$ cat config.mk
export PLATFORM = sky130hd
export DESIGN_NAME = positional_list_insert_delete
export DESIGN_NICKNAME = d
export VERILOG_FILES = /design/src/pli_pkg.sv /design/src/pli_ram.sv /design/src/pli_ctrl.sv /design/src/positional_list_insert_delete.sv
export SDC_FILE = /design/constraint.sdc
export NUM_CORES = 1
export LEC_CHECK = 0
export BUFFER_PORTS_ARGS = -buffer_cell sky130_fd_sc_hd__buf_2
export CORE_ASPECT_RATIO = 0.8
export CORE_MARGIN = 2
export CORE_UTILIZATION = 35
export DETAILED_ROUTE_END_ITERATION = 6
export GPL_TIMING_DRIVEN = 0
export PLACE_DENSITY = 0.51
export SYNTH_ARGS = -nofsm -noshare
export SYNTH_HDL_FRONTEND = slang
export SYNTH_SLANG_ARGS = --single-unit
export TNS_END_PERCENT = 30
$ cat constraint.sdc
create_clock -name clk -period 3.9 [get_ports clk]
set_input_delay 0.78 -clock clk [delete_from_list [all_inputs] [get_ports clk]]
set_output_delay 0.78 -clock clk [all_outputs]
set_load 0.01 [all_outputs]
$ cat src/pli_pkg.sv
// ----------------------------------------------------------------------------
// pli_pkg
// Shared constants, operation and status codes, and the memory request type
// for the positional list block.
// ----------------------------------------------------------------------------
package pli_pkg;

	localparam int DEPTH    = 16;
	localparam int ADDR_W   = $clog2(DEPTH);
	localparam int WORD_W   = 32;
	localparam int COUNT_W  = 5;
	localparam int POS_W    = 5;
	localparam int FUNC_W   = 2;
	localparam int STATUS_W = 2;

	localparam logic [FUNC_W-1:0] FN_INSERT = 2'd0;
	localparam logic [FUNC_W-1:0] FN_DELETE = 2'd1;
	localparam logic [FUNC_W-1:0] FN_READ   = 2'd2;

	localparam logic [STATUS_W-1:0] ST_OK    = 2'd0;
	localparam logic [STATUS_W-1:0] ST_RANGE = 2'd1;
	localparam logic [STATUS_W-1:0] ST_FULL  = 2'd2;

	typedef struct packed {
		logic              we;
		logic [ADDR_W-1:0] waddr;
		logic [WORD_W-1:0] wdata;
		logic              re;
		logic [ADDR_W-1:0] raddr;
	} mem_req_t;

endpackage

$ cat src/pli_ram.sv
// ----------------------------------------------------------------------------
// pli_ram
// Entry store: one write port and one read port, read data registered.
// The read data holds while no read is enabled.
// ----------------------------------------------------------------------------
module pli_ram (
	input  logic                          clk,
	input  pli_pkg::mem_req_t             req,
	output logic [pli_pkg::WORD_W-1:0]    rdata
);
	import pli_pkg::*;

	logic [WORD_W-1:0] mem [DEPTH];
	logic [WORD_W-1:0] rdata_q;

	always_ff @(posedge clk) begin
		if (req.we) begin
			mem[req.waddr] <= req.wdata;
		end
		if (req.re) begin
			rdata_q <= mem[req.raddr];
		end
	end

	assign rdata = rdata_q;

endmodule

$ cat src/pli_ctrl.sv
// ----------------------------------------------------------------------------
// pli_ctrl
// Operation sequencer: checks each item, moves entries through the store one
// read and one write per cycle, and holds the result register.
// ----------------------------------------------------------------------------
module pli_ctrl (
	input  logic                            clk,
	input  logic                            arst_n,
	input  logic                            item_valid,
	output logic                            item_stall,
	input  logic [pli_pkg::FUNC_W-1:0]      func,
	input  logic [pli_pkg::POS_W-1:0]       position,
	input  logic signed [pli_pkg::WORD_W-1:0] item_value,
	output logic                            result_valid,
	input  logic                            result_stall,
	output logic [pli_pkg::STATUS_W-1:0]    status,
	output logic                            has_value,
	output logic signed [pli_pkg::WORD_W-1:0] out_value,
	output logic [pli_pkg::COUNT_W-1:0]     new_count,
	output logic                            last,
	output pli_pkg::mem_req_t               mem_req,
	input  logic [pli_pkg::WORD_W-1:0]      mem_rdata
);
	import pli_pkg::*;

	typedef enum logic [2:0] {
		S_IDLE,
		S_SHIFT,
		S_FLUSH,
		S_PUT,
		S_DONE,
		S_READ
	} state_t;

	state_t               state_q;
	logic [COUNT_W-1:0]   count_q;
	logic [ADDR_W-1:0]    rd_idx_q;
	logic [ADDR_W-1:0]    end_idx_q;
	logic [ADDR_W-1:0]    pos0_q;
	logic                 up_q;
	logic                 rd_all_q;
	logic [WORD_W-1:0]    val_q;
	logic [STATUS_W-1:0]  res_status_q;
	logic                 wr_pend_s1;
	logic [ADDR_W-1:0]    wr_addr_s1;
	logic                 have_s1;
	logic [ADDR_W-1:0]    emit_idx_s1;

	logic                 out_valid_q;
	logic [STATUS_W-1:0]  out_status_q;
	logic                 out_hv_q;
	logic [WORD_W-1:0]    out_value_q;
	logic [COUNT_W-1:0]   out_count_q;
	logic                 out_last_q;

	logic                 accept;
	logic                 out_free;
	logic                 out_load;
	logic                 can_issue;
	logic                 emit;
	logic [ADDR_W-1:0]    last_idx;
	logic [POS_W-1:0]     pos_m1;
	logic                 ins_range_bad;
	logic                 del_range_bad;

	assign item_stall = (state_q != S_IDLE);
	assign accept     = item_valid && !item_stall;
	assign out_free   = !out_valid_q || !result_stall;
	assign last_idx   = ADDR_W'(count_q - 1'b1);
	assign pos_m1     = position - 1'b1;
	assign can_issue  = (state_q == S_READ) && !rd_all_q && (!have_s1 || out_free);
	assign emit       = (state_q == S_READ) && have_s1 && out_free;
	assign out_load   = ((state_q == S_DONE) && out_free) || emit;

	assign ins_range_bad = (position == '0) ||
		((COUNT_W+1)'(position) > ((COUNT_W+1)'(count_q) + 1'b1));
	assign del_range_bad = (position == '0) || (COUNT_W'(position) > count_q);

	always_comb begin
		mem_req.re    = 1'b0;
		mem_req.raddr = rd_idx_q;
		mem_req.we    = 1'b0;
		mem_req.waddr = wr_addr_s1;
		mem_req.wdata = mem_rdata;
		if (state_q == S_SHIFT) begin
			mem_req.re = 1'b1;
		end
		if (can_issue) begin
			mem_req.re = 1'b1;
		end
		if (wr_pend_s1) begin
			mem_req.we = 1'b1;
		end else if (state_q == S_PUT) begin
			mem_req.we    = 1'b1;
			mem_req.waddr = pos0_q;
			mem_req.wdata = val_q;
		end
	end

	always_ff @(posedge clk or negedge arst_n) begin
		if (!arst_n) begin
			state_q      <= S_IDLE;
			count_q      <= '0;
			rd_idx_q     <= '0;
			end_idx_q    <= '0;
			pos0_q       <= '0;
			up_q         <= 1'b0;
			rd_all_q     <= 1'b0;
			val_q        <= '0;
			res_status_q <= ST_OK;
			wr_pend_s1   <= 1'b0;
			wr_addr_s1   <= '0;
			have_s1      <= 1'b0;
			emit_idx_s1  <= '0;
			out_valid_q  <= 1'b0;
			out_status_q <= ST_OK;
			out_hv_q     <= 1'b0;
			out_value_q  <= '0;
			out_count_q  <= '0;
			out_last_q   <= 1'b0;
		end else begin
			wr_pend_s1 <= (state_q == S_SHIFT);
			if (out_load) begin
				out_valid_q <= 1'b1;
			end else if (out_valid_q && !result_stall) begin
				out_valid_q <= 1'b0;
			end
			case (state_q)
				S_IDLE: begin
					if (accept) begin
						val_q  <= item_value;
						pos0_q <= ADDR_W'(pos_m1);
						case (func)
							FN_INSERT: begin
								if (ins_range_bad) begin
									res_status_q <= ST_RANGE;
									state_q      <= S_DONE;
								end else if (count_q == COUNT_W'(DEPTH)) begin
									res_status_q <= ST_FULL;
									state_q      <= S_DONE;
								end else begin
									res_status_q <= ST_OK;
									count_q      <= count_q + 1'b1;
									up_q         <= 1'b1;
									rd_idx_q     <= last_idx;
									end_idx_q    <= ADDR_W'(pos_m1);
									if (COUNT_W'(pos_m1) == count_q) begin
										state_q <= S_PUT;
									end else begin
										state_q <= S_SHIFT;
									end
								end
							end
							FN_DELETE: begin
								if (del_range_bad) begin
									res_status_q <= ST_RANGE;
									state_q      <= S_DONE;
								end else begin
									res_status_q <= ST_OK;
									count_q      <= count_q - 1'b1;
									up_q         <= 1'b0;
									rd_idx_q     <= ADDR_W'(position);
									end_idx_q    <= last_idx;
									if (COUNT_W'(position) == count_q) begin
										state_q <= S_DONE;
									end else begin
										state_q <= S_SHIFT;
									end
								end
							end
							FN_READ: begin
								res_status_q <= ST_OK;
								rd_idx_q     <= '0;
								rd_all_q     <= 1'b0;
								have_s1      <= 1'b0;
								if (count_q == '0) begin
									state_q <= S_DONE;
								end else begin
									state_q <= S_READ;
								end
							end
							default: begin
								res_status_q <= ST_RANGE;
								state_q      <= S_DONE;
							end
						endcase
					end
				end
				S_SHIFT: begin
					wr_addr_s1 <= up_q ? rd_idx_q + 1'b1 : rd_idx_q - 1'b1;
					if (rd_idx_q == end_idx_q) begin
						state_q <= S_FLUSH;
					end else begin
						rd_idx_q <= up_q ? rd_idx_q - 1'b1 : rd_idx_q + 1'b1;
					end
				end
				S_FLUSH: begin
					state_q <= up_q ? S_PUT : S_DONE;
				end
				S_PUT: begin
					state_q <= S_DONE;
				end
				S_DONE: begin
					if (out_free) begin
						out_status_q <= res_status_q;
						out_hv_q     <= 1'b0;
						out_value_q  <= '0;
						out_count_q  <= count_q;
						out_last_q   <= 1'b1;
						state_q      <= S_IDLE;
					end
				end
				S_READ: begin
					if (can_issue) begin
						emit_idx_s1 <= rd_idx_q;
						have_s1     <= 1'b1;
						if (rd_idx_q == last_idx) begin
							rd_all_q <= 1'b1;
						end else begin
							rd_idx_q <= rd_idx_q + 1'b1;
						end
					end else if (emit) begin
						have_s1 <= 1'b0;
					end
					if (emit) begin
						out_status_q <= ST_OK;
						out_hv_q     <= 1'b1;
						out_value_q  <= mem_rdata;
						out_count_q  <= count_q;
						out_last_q   <= (emit_idx_s1 == last_idx);
						if (emit_idx_s1 == last_idx) begin
							state_q <= S_IDLE;
						end
					end
				end
				default: begin
					state_q <= S_IDLE;
				end
			endcase
		end
	end

	assign result_valid = out_valid_q;
	assign status       = out_status_q;
	assign has_value    = out_hv_q;
	assign out_value    = out_value_q;
	assign new_count    = out_count_q;
	assign last         = out_last_q;

`ifndef SYNTH
	a_count_bound: assert property (@(posedge clk) disable iff (!arst_n)
		count_q <= COUNT_W'(DEPTH))
		else $error("entry count above capacity");

	a_no_write_idle: assert property (@(posedge clk) disable iff (!arst_n)
		state_q == S_IDLE |-> !mem_req.we)
		else $error("store written while idle");

	a_pending_read: assert property (@(posedge clk) disable iff (!arst_n)
		have_s1 |-> state_q == S_READ)
		else $error("read data pending outside a read");

	a_full_keeps: assert property (@(posedge clk) disable iff (!arst_n)
		accept && func == FN_INSERT && count_q == COUNT_W'(DEPTH)
		|=> count_q == COUNT_W'(DEPTH))
		else $error("rejected insert changed the count");
`endif

endmodule

$ cat src/positional_list_insert_delete.sv
// ----------------------------------------------------------------------------
// positional_list_insert_delete
// Insert at a position moves count - position + 1 entries, one per cycle,
// then writes the new entry; delete moves the entries after the position.
// A read streams one entry per cycle while the result side is not stalled.
// The single store port pair sets the pace.
// Reset clears the count and control state; the store is not cleared.
// ----------------------------------------------------------------------------
module positional_list_insert_delete (
	input  logic                              clk,
	input  logic                              arst_n,
	input  logic                              item_valid,
	output logic                              item_stall,
	input  logic [pli_pkg::FUNC_W-1:0]        func,
	input  logic [pli_pkg::POS_W-1:0]         position,
	input  logic signed [pli_pkg::WORD_W-1:0] item_value,
	output logic                              result_valid,
	input  logic                              result_stall,
	output logic [pli_pkg::STATUS_W-1:0]      status,
	output logic                              has_value,
	output logic signed [pli_pkg::WORD_W-1:0] out_value,
	output logic [pli_pkg::COUNT_W-1:0]       new_count,
	output logic                              last
);
	import pli_pkg::*;

	mem_req_t          mem_req;
	logic [WORD_W-1:0] mem_rdata;

	pli_ram u_ram (
		.clk   (clk),
		.req   (mem_req),
		.rdata (mem_rdata)
	);

	pli_ctrl u_ctrl (
		.clk          (clk),
		.arst_n       (arst_n),
		.item_valid   (item_valid),
		.item_stall   (item_stall),
		.func         (func),
		.position     (position),
		.item_value   (item_value),
		.result_valid (result_valid),
		.result_stall (result_stall),
		.status       (status),
		.has_value    (has_value),
		.out_value    (out_value),
		.new_count    (new_count),
		.last         (last),
		.mem_req      (mem_req),
		.mem_rdata    (mem_rdata)
	);

endmodule

== After elaboration in Yosys (flattened, before gate mapping) ==
Memory sizes are Yosys's and may differ from the RTL's. A register that Yosys moved wholly into a read port is not among the register bits.
Index checks and enable logic that the tools add are counted.

* Bits in registers: 108
* Memories kept: 1
* Word-level logic and storage cells: 167
* Bits in writable memories: 512

{| class="wikitable"
|+ Memory list
! name !! depth !! bits a word !! read ports !! clocked after Yosys merged registers in !! write ports !! RTL line !! text
|-
| u_ram.mem || 16 || 32 || 1 || 1 || 1 || pli_ram.sv:13 || <nowiki>logic [WORD_W-1:0] mem [DEPTH];</nowiki>
|}

* $add $sub $neg: 6
* Reductions and logical operators: 35
* Equality and inequality tests: 31
* Muxes and demuxes: 73
* Magnitude comparators: 2

{| class="wikitable"
|+ Operators by type and width
! cell !! number
|-
| 2-to-1 mux 32 bit || 2
|-
| one-hot mux 32 bit (2 select lines) || 1
|-
| 2-to-1 mux 4 bit || 12
|-
| 2-to-1 mux 37 bit || 1
|-
| 2-to-1 mux 36 bit || 1
|-
| 2-to-1 mux 3 bit || 10
|-
| 2-to-1 mux 5 bit || 5
|-
| one-hot mux 4 bit (3 select lines) || 2
|-
| 2-to-1 mux 1 bit || 22
|-
| one-hot mux 5 bit (2 select lines) || 2
|-
| inequality test 2 bit, second input constant || 9
|-
| one-hot mux 3 bit (6 select lines) || 1
|-
| == test 4 bit || 3
|-
| == test 5 bit || 2
|-
| zero test 5 bit || 2
|-
| 2-to-1 mux 2 bit || 5
|-
| one-hot mux 1 bit (2 select lines) || 5
|-
| AND reduction 5 bit || 2
|-
| subtractor 5 x 1 -> 5 bit, second input constant || 2
|-
| inequality test 3 bit, second input constant || 3
|-
| one-hot mux 3 bit (3 select lines) || 1
|-
| AND reduction 9 bit || 1
|-
| inequality test 2 x 1 -> 1 bit, second input constant || 4
|-
| one-hot mux 4 bit (2 select lines) || 1
|-
| 27 further kinds || 48
|}

== Logic depth before layout (Yosys ltp) ==
Gate-level depths: netlist of the first run.

* Depth in word-level cells: 8
* Mapped depth: 12

== Cells and area by module ==
A second synthesis of the first run with hierarchy kept.

* Cells, all modules: 1491
* Area total of the unflattened synthesis: 26225.2 um^2

{| class="wikitable"
|+ By module, submodules not included
! module !! instances !! cells an instance !! area an instance (um^2)
|-
| pli_ram || 1 || 838 || 20174.3
|-
| pli_ctrl || 1 || 653 || 6050.8
|}

== Worst setup path before layout of the first run ==
OpenSTA, ideal clock, no wires.

* Path kind: reg-to-reg
* Start point: reg u_ctrl.state_q[2]
* End point: mem u_ram.mem[1][0] (enable)
* Data required time: 3479 ps
* Period minus slack after synthesis: 3342 ps
* Slack: 558 ps
* Cell stages (with the launch flop): 8
* Path buffers: 3
* Arrival: 2920 ps
* Setup time: 421 ps
* Path through: dfrtp_1 -> clkbuf_1 -> nor4bb_1 -> clkbuf_1 -> buf_2 -> nand2_1 -> o22a_1 -> nor2_1

* Cells in the longest elaborated chain, start to end: 5

{| class="wikitable"
|+ RTL lines
! what !! RTL line !! text
|-
| start, declared || pli_ctrl.sv:35 || <nowiki>state_t state_q;</nowiki>
|-
| start signal, assigned || pli_ctrl.sv:198 || <nowiki>state_q <= up_q ? S_PUT : S_DONE;</nowiki>
|-
| == test 3 x 2 -> 1 bit * || pli_ctrl.sv:93 || <nowiki>end else if (state_q == S_PUT) begin</nowiki>
|-
| 2-to-1 mux 37 bit * || pli_ctrl.sv:93 ||
|-
| 2-to-1 mux 1 bit || pli_ctrl.sv:91 || <nowiki>if (wr_pend_s1) begin</nowiki>
|-
| 2-to-1 mux 1 bit || pli_ram.sv:17 || <nowiki>if (req.we) begin</nowiki>
|-
| 2-to-1 mux 1 bit (not written as such) || pli_ram.sv:18 || <nowiki>mem[req.waddr] <= req.wdata;</nowiki>
|-
| end, declared || pli_ram.sv:13 ||
|}

Mark *: on every way between the ends. The rest lies on a longest branch, timed or not.

== Worst setup path after layout of the first run ==
* Start point: reg u_ctrl.state_q[2]
* End point: mem u_ram.mem[0][15] (enable)

The elaborated chain is that of the path after synthesis.

==> key figures, run 1 <==
Setup path
  – CP Capture Type: flip-flop
  – CP Data Arrival Time: 4020 ps
  – Setup CP Type: flip-flop to flip-flop
  – Setup crit start: u_ctrl.state_q[2]
  – Startpoint Class: flip-flop
  – CP max FO: 20
  – Start of the worst register-to-register path: u_ctrl.state_q[2]
  – CP Data Required Time: 4210 ps

Timing
  – Tightest Pin Transition: 1170 ps
  – Min Tclk post-route: 3710 ps
  – RSZ-0062 raised after global routing: false
  – Skew final: between 20 and 30 ps
  – Final setup viols: 0
  – Final Hold Fails: 0
  – Final Max Slew Viols: 0
  – Crit share post-route: 0.952
  – Fmax: 0.269 GHz
  – Final Worst Setup Slack: roughly 190 ps
  – Slew margin rel.: 0.222

Drt
  – Initial detailed-routing violation count: 1,573
  – Drt wl/cell: 24.7 um
  – Antenna Nets Post-Route: 0
  – DRC violations left: 0
  – Routed wire length: 70.8 mm
  – DR vias: approximately 15,000
  – Via/cell ratio: 5.22
  – First-pass DRT Iterations: 5

Synth
  – Yosys warns: 0
  – Netlist Area Pre-Place: around 26,000 um2
  – Area leader, netlist: edfxtp_1
  – Top cell type's share of synthesized area: 0.617
  – Syn Inst Count: about 1,600
  – Post-synthesis sequential area ratio: 0.719
  – Synth Flop Type: edfxtp_1
  – Top post-synthesis cells by count: edfxtp_1 (544), nand2_1 (210), mux2i_1 (133), dfrtp_1 (108), mux4_2 (64)
  – Post-synth EDFFs: 544
  – Asr flop ratio synth: 0.166
  – Synth Net Count: 1,697
  – Yosys cell types: 70
  – Flip-flop and latch count after synthesis: ~650
  – Largest cells by area after synthesis: edfxtp_1 (62%), dfrtp_1 (10%), mux4_2 (5.4%), mux2i_1 (5.0%), nand2_1 (3.0%)
  – Mean post-synth cell area: 16.2 um2
  – Top-count cell post-synth: edfxtp_1

Pwr
  – Static leakage: between 10 and 15 nW
  – VDD IR max: around 350 uV
  – Power density over the cells: 770 nW/um2

Floorplan
  – Site row count: 90
  – Initial Util: 0.352
  – Die Wd: 311 um
  – Core Footprint: 75,100 um2
  – Die ar.: ~78,000 um2
  – # IOs: 86
  – Die Height: ~250 um

Global routing
  – Met1 usage: 0.276
  – Number of global-route vias before repair: 15,256
  – Busiest layer in global routing: met1
  – Total track usage: 0.182
  – M3 GR Usage: 0.0365
  – First-pass GRT wire length: 104 mm
  – Initial antenna violation count: 2
  – Grt met2 use: 0.265
  – Pin count of the biggest net entering global routing: just under 80
  – GR Overflow Total: 0

Finish
  – Final-stage net count: 1,871
  – Area Overhead vs Synth: 17.0%
  – Fillers: 6,867
  – Finished Layout Cells: 2,872
  – Final Core Density: 0.412
  – Antenna Diode Count: 0
  – Share of layout cells above drive strength 1: 0.202
  – Final instance area: 31,000 um2

Job
  – # Max-Cap Violations: 0

CTS
  – Clock latency on the worst-skew pair: 610 ps
  – Clk sinks: between 600 and 700
  – H-tree Lvls: 3
  – Total CTS buffers: 67
  – CTS tree: done
  – Hold-fix buffers at CTS: 0
  – CTS root buf: clkbuf_16
  – CTS clock-pin slew for the worst setup and hold paths: 60 ps
  – Longest Clk Path Bufs: 3

Min path
  – Hold Path Class: primary input to async pin

Placed design
  – DP Worst Slack: ~190 ps
  – I/O Buffers: 85
  – Cells after DPL: 2,752
  – GPL Wtd Cong: 0.875
  – Final HPWL DP: between 40 and 50 mm
  – Area after DPL: between 20,000 and 30,000 um2

Run status
  – Status: finished clean
## layout make-up
type                            count  area (um2)  share of cell area
Timing Repair Buffer              106         935              0.0302
Tap cell                         1012        1270              0.0409
Buffer                             88         387              0.0125
Sequential cell                   652       19000               0.615
Inverter                           25        93.8             0.00303
Clock buffer                       89        1830              0.0592
Multi-Input combinational cell    868        7070               0.228
Clock inverter                     32         343              0.0111
## cell families (layout without fill, tap and decap cells)
family	count (synthesis)	count (layout)	share of synthesized area
compound gates	248	248	0.0650
xor+xnor	32	32	0.0114
fa+ha+maj	20	20	0.00946
buf+inv	114	340	0.0183
flops	652	652	0.719
mux	240	240	0.124
simple gates	328	328	0.0528
## what timing repair did
item,CTS,global route
gates resized for setup,0,1
setup endpoints to repair,0,2
setup buffers,0,0
endpoints found under the hold margin,0,0
## stage by stage
stage,TNS [ps],hold WS [ps],total power [W]
after floorplan,0,440,0.0147
after global placement,-922160,454,0.0173
after detailed placement,0,457,0.0176
after CTS,0,51.9,0.0241
after global routing,0,71.5,0.0251
final,0,66.9,0.0238
## worst max-delay path, cell delays in order (launching register included)
cell	delay, ps
dfrtp_1	390
clkbuf_1	240
nor4bb_1	350
clkbuf_1	540
buf_2	410
a31oi_1	370
nor2_4	840
buf_16	250
## routing by layer
metal | vias up | wire length (um) | share of wire
li1 | 6666 | - | -
met1 | 7735 | 34400 | 0.49
met2 | 482 | 30300 | 0.43
met3 | 105 | 4560 | 0.064
met4 | 0 | 1560 | 0.022
met5 | - | 0 | 0
## registers in the layout, indices dropped and copies added, names as in the netlist
name and flops:
u_ctrl.count_q 5, u_ctrl.res_status_q 2, u_ram.rdata 32, u_ctrl.emit_idx_s1 4, u_ctrl.end_idx_q 4, u_ctrl.rd_all_q 1
u_ctrl.have_s1 1, u_ram.mem 512, u_ctrl.last 1, u_ctrl.has_value 1, u_ctrl.wr_addr_s1 4, u_ctrl.status 2
u_ctrl.result_valid 1, u_ctrl.rd_idx_q 4, u_ctrl.out_value 32, u_ctrl.val_q 32, u_ctrl.pos0_q 4, u_ctrl.wr_pend_s1 1
u_ctrl.new_count 5, u_ctrl.state_q 3, u_ctrl.up_q 1
## path summary, 6_finish.rpt
| check | endpoint | cells after the start | slack, ps |
|---|---|---|---|
| max | u_ram.mem[0][15] | 7 | 190 |
| max reg2reg | u_ram.mem[0][15] | 7 | 190 |
| min | u_ctrl.status[0] | 1 | 70 |
| min in group clk | u_ctrl.val_q[7] | 3 | 360 |
| max in group asynchronous | u_ctrl.val_q[11] | 2 | 3050 |
| min reg2reg | u_ctrl.val_q[23] | 2 | 480 |
## layout by cell type, fill, tap and decap left out, types with 4 or more instances in the layout
cell type and instances:
mux2_2 38, a22o_1 31, mux2i_1 133, inv_6 5
mux2_4 4, clkbuf_16 69, o21ai_0 37, edfxtp_1 544
clkinv_1 6, dfrtp_1 108, buf_2 114, buf_1 10
bufinv_16 6, nand2b_1 5, clkinv_2 12, o21ai_1 32
clkbuf_1 62, inv_1 22, nor2b_1 4, buf_12 10
a31oi_1 10, nor2_4 16, a22oi_1 32, ha_1 20
xor2_1 5, nor2_1 45, xnor2_1 25, nor3b_1 5
nand3_1 16, buf_16 11, a221oi_1 32, nand2_1 209
nor3_1 7, a21oi_1 40, mux4_2 64
## report_power, final
| group | switching, W | total (W) | internal [W] |
|---|---|---|---|
| sequential | 0.000457 | 0.00968 | 0.00922 |
| clock | 0.00270 | 0.00643 | 0.00373 |
| combinational | 0.00505 | 0.00773 | 0.00268 |
Note: power is estimated with default switching activity, not from simulation.
==> inputs of run 2 (changes only) <==
- CORE_UTILIZATION: 35 -> 36
- PLACE_DENSITY: 0.51 -> 0.52
==> key figures, run 2 (synthesis results as in run 1) <==
Setup path
  – Startpoint Class: flip-flop
  – CP max FO: 8
  – Worst path depth: 12
  – R2R depth: 12
  – Setup CP Type: flip-flop to flip-flop
  – Slowest cell delay on critical path: 620 ps
  – Start of the worst register-to-register path: u_ctrl.count_q[0]
  – CP delay by family, top: compound AO/OA/AOI/OAI gates
  – R2r setup slk: 210 ps
  – Critical path capture point: u_ctrl.end_idx_q[1]
  – CP Capture Type: flip-flop
  – Setup crit start: u_ctrl.count_q[0]
  – Worst path bufs/invs: 4
  – Slowest-stage cell, CP: o41ai_4
  – CP Data Required Time: 4370 ps
  – CP Data Arrival Time: around 4200 ps
  – RR Endpoint: u_ctrl.end_idx_q[1]
  – Worst-path cell chain: buf_6, inv_1, ha_1, clkbuf_1, inv_1, ha_1, nor2b_1, o21bai_1, a31oi_2, o41ai_4, nand3_4, mux2_4

Global routing
  – Initial antenna violation count: 1
  – Pin count of the biggest net entering global routing: 82
  – First-pass GRT wire length: around 100 mm
  – Total track usage: 0.188
  – Number of global-route vias before repair: between 15,000 and 20,000
  – GR Overflow Total: 0

CTS
  – Total CTS buffers: 67
  – Longest Clk Path Bufs: 3
  – Setup bufs post-CTS: 0
  – H-tree Lvls: 3
  – CTS root buf: clkbuf_16
  – Clk sinks: between 600 and 700
  – CTS clock-pin slew for the worst setup and hold paths: 60 ps
  – CTS tree: done
  – Clock latency on the worst-skew pair: about 600 ps
  – Post-cts sizing count: 0
  – Hold-fix buffers at CTS: 0

Finish
  – Share of layout cells above drive strength 1: 0.194
  – Most common cell after layout, fill and taps aside: edfxtp_1
  – Fillers: around 6,500
  – Antenna Diode Count: 0
  – Most frequent cells in the layout: edfxtp_1 (544), nand2_1 (209), mux2i_1 (133)
  – Final-stage net count: 1,869
  – Max FFs per register: 512
  – Area Overhead vs Synth: 15.7%
  – Final instance area: 30,600 um2
  – Top reg by flops: u_ram.mem

Floorplan
  – Site row count: 88
  – Die Height: 246 um
  – Die ar.: 75,700 um2
  – # IOs: 86
  – Die Wd: ~310 um
  – Initial Util: 0.365
  – Core Footprint: 72,400 um2

Timing
  – Final Hold Fails: 0
  – Setup TNS: 0 ps
  – Final Max Slew Viols: 0
  – Min Tclk post-route: 3690 ps
  – Crit share post-route: 0.946
  – Skew final: ~22 ps
  – RSZ-0062 raised after global routing: false
  – Fmax: 0.271 GHz
  – Slew margin rel.: 0.263
  – Final Worst Setup Slack: 211 ps
  – Tightest Pin Transition: 1110 ps
  – Final setup viols: 0

Placed design
  – Area after DPL: 28,600 um2
  – DP Worst Slack: between 200 and 300 ps
  – I/O Buffers: 85
  – Final HPWL DP: 46.0 mm
  – GPL Wtd Cong: roughly 0.85

Drt
  – Uppermost routed layer: met4
  – First-pass DRT Iterations: 5
  – Via/cell ratio: 5.35
  – Initial detailed-routing violation count: ~1,500
  – Met3 WL: approximately 3.8 mm
  – DR vias: 14,973
  – DRC violations left: 0
  – Met2 Wirelength: 31.1 mm
  – Met1 wire length: 34.4 mm
  – Antenna Nets Post-Route: 0
  – Routed wire length: between 70 and 80 mm
  – Drt wl/cell: between 20 and 30 um

Pwr
  – Power density over the cells: 765 nW/um2
  – VDD IR max: 516 uV
  – Static leakage: about 11 nW

Job
  – # Max-Cap Violations: 0

Min path
  – Hold Path Class: primary input to async pin

Run status
  – Status: finished clean
-- run 2: changes by cell type in the layout (fill, tap and decap cells not counted), sizes merged --
| cell | before | now |
|---|---|---|
| bufinv | 6 | 1 |
| inv | 31 | 25 |
| buf | 149 | 147 |
| clkinv | 19 | 21 |
| clkbuf | 134 | 141 |
-- run 2: area by class of cell --
| cell class | instances | area [um2] | area share |
|---|---|---|---|
| clock inverters | 23 | 149 | 0.00486 |
| plain buffers | 89 | 390 | 0.0128 |
| flip-flops and latches | 652 | 19000 | 0.622 |
| multi-input cells | 868 | 7060 | 0.231 |
| clock buffers | 96 | 1880 | 0.0614 |
| well taps | 945 | 1180 | 0.0386 |
| inverters | 25 | 93.8 | 0.00306 |
| repair buffers | 103 | 822 | 0.0268 |
-- run 2: worst min-delay path by stage --
stage                                   to  slack [ps]  depth (start not counted)
final                     u_ctrl.status[1]          60                          1
after global routing      u_ctrl.status[1]          70                          1
after CTS                 u_ctrl.status[1]          50                          1
after detailed placement  u_ctrl.val_q[13]         460                          2
after global placement    u_ctrl.has_value         450                          1
after floorplan            u_ctrl.val_q[0]         440                          2
-- run 2: layer usage --
| layer | vias up | GRT usage |
|---|---|---|
| met5 | - | 0 |
| met4 | 0 | 0.0415 |
| met3 | 92 | 0.0323 |
| li1 | 6663 | - |
| met2 | 436 | 0.282 |
| met1 | 7782 | 0.285 |
-- run 2: through the flow --
step,utilization,hold WS [ps],cells,power (W)
after floorplan,-,440,1634,0.0147
after detailed placement,0.395,460,2682,0.0176
after global placement,0.387,455,2664,0.0173
after global routing,0.423,65.9,2801,0.0247
after CTS,0.423,49.1,2801,0.0237
final,0.423,63.5,2801,0.0234
-- run 2: worst reg2reg max path, stage by stage (launching register included) --
cell and delay, ps:
dfrtp_1 410, buf_6 170, inv_1 110, ha_1 290, clkbuf_1 370, inv_1 100
ha_1 300, nor2b_1 140, o21bai_1 170, a31oi_2 230, o41ai_4 630, nand3_4 290
mux2_4 370
-- run 2: report_power, final --
part           total (W)  switching, W  internal [W]  leakage, nW
Clock            0.00605       0.00262       0.00342        0.988
Combinational    0.00770       0.00504       0.00267         3.53
Sequential       0.00969      0.000462       0.00922         6.28
==> inputs of run 3 (changes only) <==
- SYNTH_HIERARCHICAL: default -> 1
==> key figures, run 3 <==
Min path
  – Hold Path Class: primary input to async pin

Timing
  – Final Hold Fails: 0
  – Final setup viols: 0
  – Final Max Slew Viols: 0
  – RSZ-0062 raised after global routing: false
  – Hold slack: 55.8 ps
  – Crit share post-route: 0.963
  – Tightest Pin Transition: 1120 ps
  – Min Tclk post-route: 3750 ps
  – Fmax: between 0.2 and 0.3 GHz
  – Skew final: 20.0 ps
  – Final Worst Setup Slack: 145 ps
  – Setup TNS: 0 ps
  – Slew margin rel.: 0.257

Drt
  – First-pass DRT Iterations: 5
  – Routed wire length: between 60 and 70 mm
  – Via/cell ratio: 5.34
  – Antenna Nets Post-Route: 0
  – Drt wl/cell: 25.2 um
  – Initial detailed-routing violation count: roughly 1,300
  – DR vias: 14,315
  – DRC violations left: 0

Placed design
  – GPL Wtd Cong: 0.835
  – Final HPWL DP: between 40 and 50 mm
  – Cells after DPL: 2,549
  – DP Worst Slack: -498 ps
  – Area after DPL: 28,500 um2
  – I/O Buffers: 85

Setup path
  – R2r setup slk: 150 ps
  – CP Data Required Time: 4210 ps
  – R2R depth: 9
  – Startpoint Class: flip-flop
  – Critical path capture point: u_ram/mem[13][26]
  – Setup CP Type: flip-flop to flip-flop
  – Start of the worst register-to-register path: u_ctrl/state_q[2]
  – RR Endpoint: u_ram/mem[13][26]
  – Setup crit start: u_ctrl/state_q[2]
  – CP Data Arrival Time: roughly 4000 ps
  – CP Capture Type: flip-flop
  – CP max FO: 20

Global routing
  – Total track usage: 0.183
  – First-pass GRT wire length: around 100 mm
  – GR Overflow Total: 0
  – Pin count of the biggest net entering global routing: 80
  – Number of global-route vias before repair: 14,785
  – Initial antenna violation count: 1

Synth
  – Top post-synthesis cells by count: edfxtp_1 (544), nand2_1 (232), mux4_2 (128), dfrtp_1 (108), a22oi_1 (65)
  – Multiplexer area fraction after synthesis: 0.132
  – Xor and xnor area share after synthesis: 0.0113
  – Yosys cell types: 75
  – Top cell type's share of synthesized area: 0.623
  – Synth Flop Type: edfxtp_1
  – Post-synth EDFFs: between 500 and 600
  – Synth Net Count: 1,554
  – Mean post-synth cell area: 17.6 um2
  – Adder-cell share of the synthesized area: 0.00954
  – Area leader, netlist: edfxtp_1
  – Flip-flop and latch count after synthesis: ~650
  – Asr flop ratio synth: 0.166
  – Post-synthesis simple-gate area fraction: 0.0560
  – Netlist Area Pre-Place: 26,200 um2
  – Syn Inst Count: 1,491
  – Top-count cell post-synth: edfxtp_1
  – Largest cells by area after synthesis: edfxtp_1 (62%), mux4_2 (11%), dfrtp_1 (10%), nand2_1 (3.3%), a22oi_1 (1.9%)
  – Largest family of logic cells by synthesized area: multiplexers
  – Compound-Gate Fraction of Synth Area: 0.0473
  – Yosys warns: 6
  – Post-synthesis sequential area ratio: 0.726

Floorplan
  – Core Footprint: 72,100 um2
  – Die ar.: 75,000 um2
  – Die Wd: 306 um
  – Site row count: 88
  – Die Height: 245 um
  – # IOs: 86
  – Initial Util: 0.364

Finish
  – Final-stage net count: 1,751
  – Share of layout cells above drive strength 1: 0.265
  – Final instance area: 30,900 um2
  – Top reg by flops: u_ram/mem
  – Most common cell after layout, fill and taps aside: edfxtp_1
  – Area Overhead vs Synth: 17.7%
  – Most frequent cells in the layout: edfxtp_1 (544), nand2_1 (231), mux4_2 (128)
  – Multi-input logic area: just under 7000 um2
  – Fillers: 6,356
  – Reg area: 19,000 um2
  – Antenna Diode Count: 0
  – Finished Layout Cells: 2,683
  – Max FFs per register: 512

CTS
  – Clk sinks: 652
  – H-tree Lvls: 3
  – Longest Clk Path Bufs: 3
  – CTS root buf: clkbuf_16
  – Clock latency on the worst-skew pair: 610 ps
  – CTS clock-pin slew for the worst setup and hold paths: 60 ps
  – CTS tree: done
  – Hold-fix buffers at CTS: 0
  – Total CTS buffers: 70

Run status
  – Status: finished clean

Pwr
  – VDD IR max: 307 uV
  – Power density over the cells: 815 nW/um2
  – Static leakage: 10.7 nW

Job
  – # Max-Cap Violations: 0
[run 3: changes by cell type after synthesis, moves of 8 or more]
cell and delta:
nand2_1 +22, o21ai_1 -31, a22oi_1 +33, mux4_2 +64
a21oi_1 -29, a22o_1 -31, buf_2 -15, a31oi_1 -8
buf_4 +14, o21ai_0 +26, mux2i_1 -125, a221oi_1 -32
nor2_1 -33
[run 3: area by class of cell]
| class | instances | share of cell area |
|---|---|---|
| plain buffers | 84 | 0.0137 |
| well taps | 945 | 0.0383 |
| flip-flops and latches | 652 | 0.617 |
| clock buffers | 98 | 0.0632 |
| inverters | 18 | 0.00227 |
| repair buffers | 125 | 0.0367 |
| multi-input cells | 737 | 0.221 |
| clock inverters | 24 | 0.00758 |
[run 3: kinds of logic (layout without fill, tap and decap cells)]
| group | count (synthesis) | after routing |
|---|---|---|
| multiplexers | 178 | 178 |
| AND/OR/NAND/NOR | 331 | 331 |
| XOR/XNOR | 30 | 30 |
| buffers and inverters | 102 | 349 |
| flip-flops | 652 | 652 |
| AO/OA/AOI/OAI | 178 | 178 |
| adder cells (fa/ha/maj) | 20 | 20 |
[run 3: worst max-delay path: stages, from the launching register on]
cell and delay (ps):
dfrtp_1 350, buf_2 190, inv_2 130, nand3_1 190, nor2_4 470, buf_8 230
mux2_2 450, nand2b_1 350, nor2_4 810, buf_16 250
[run 3: stage by stage]
stage | utilization | total power, W
floorplan | - | 0.0158
global placement | 0.386 | 0.0185
detailed placement | 0.395 | 0.0189
CTS | 0.428 | 0.0254
global route | 0.428 | 0.0264
finish | 0.428 | 0.0251
[run 3: timing repair]
action,CTS,global route
pin swaps,6,0
cloned,0,0
buffers inserted,12,0
gates resized for setup,3,3
setup endpoints to repair,408,42
[run 3: worst min-delay path by stage]
stage          slack, ps  cells after the start             endpoint
2_1_floorplan        440                      2      u_ctrl/val_q[0]
3_3_place_gp         460                      2  u_ctrl/new_count[4]
3_5_place_dp         460                      2     u_ctrl/val_q[20]
4_1_cts               40                      1     u_ctrl/val_q[24]
5_1_grt               60                      1     u_ctrl/val_q[24]
6_report              60                      1     u_ctrl/val_q[24]
[run 3: metal layers]
metal	global-route usage	vias to the layer above	wire length (um)	part of all wire
met3	0.0297	77	3700	0.055
met5	0	-	0	0
met2	0.291	397	31600	0.47
li1	-	6218	-	-
met4	0.0439	0	1210	0.018
met1	0.265	7623	31200	0.46
[run 3: power by group]
| part | total (W) | switching, W | internal (W) |
|---|---|---|---|
| Sequential | 0.0105 | 0.000550 | 0.00998 |
| Combinational | 0.00822 | 0.00512 | 0.00310 |
| Clock | 0.00639 | 0.00269 | 0.00370 |
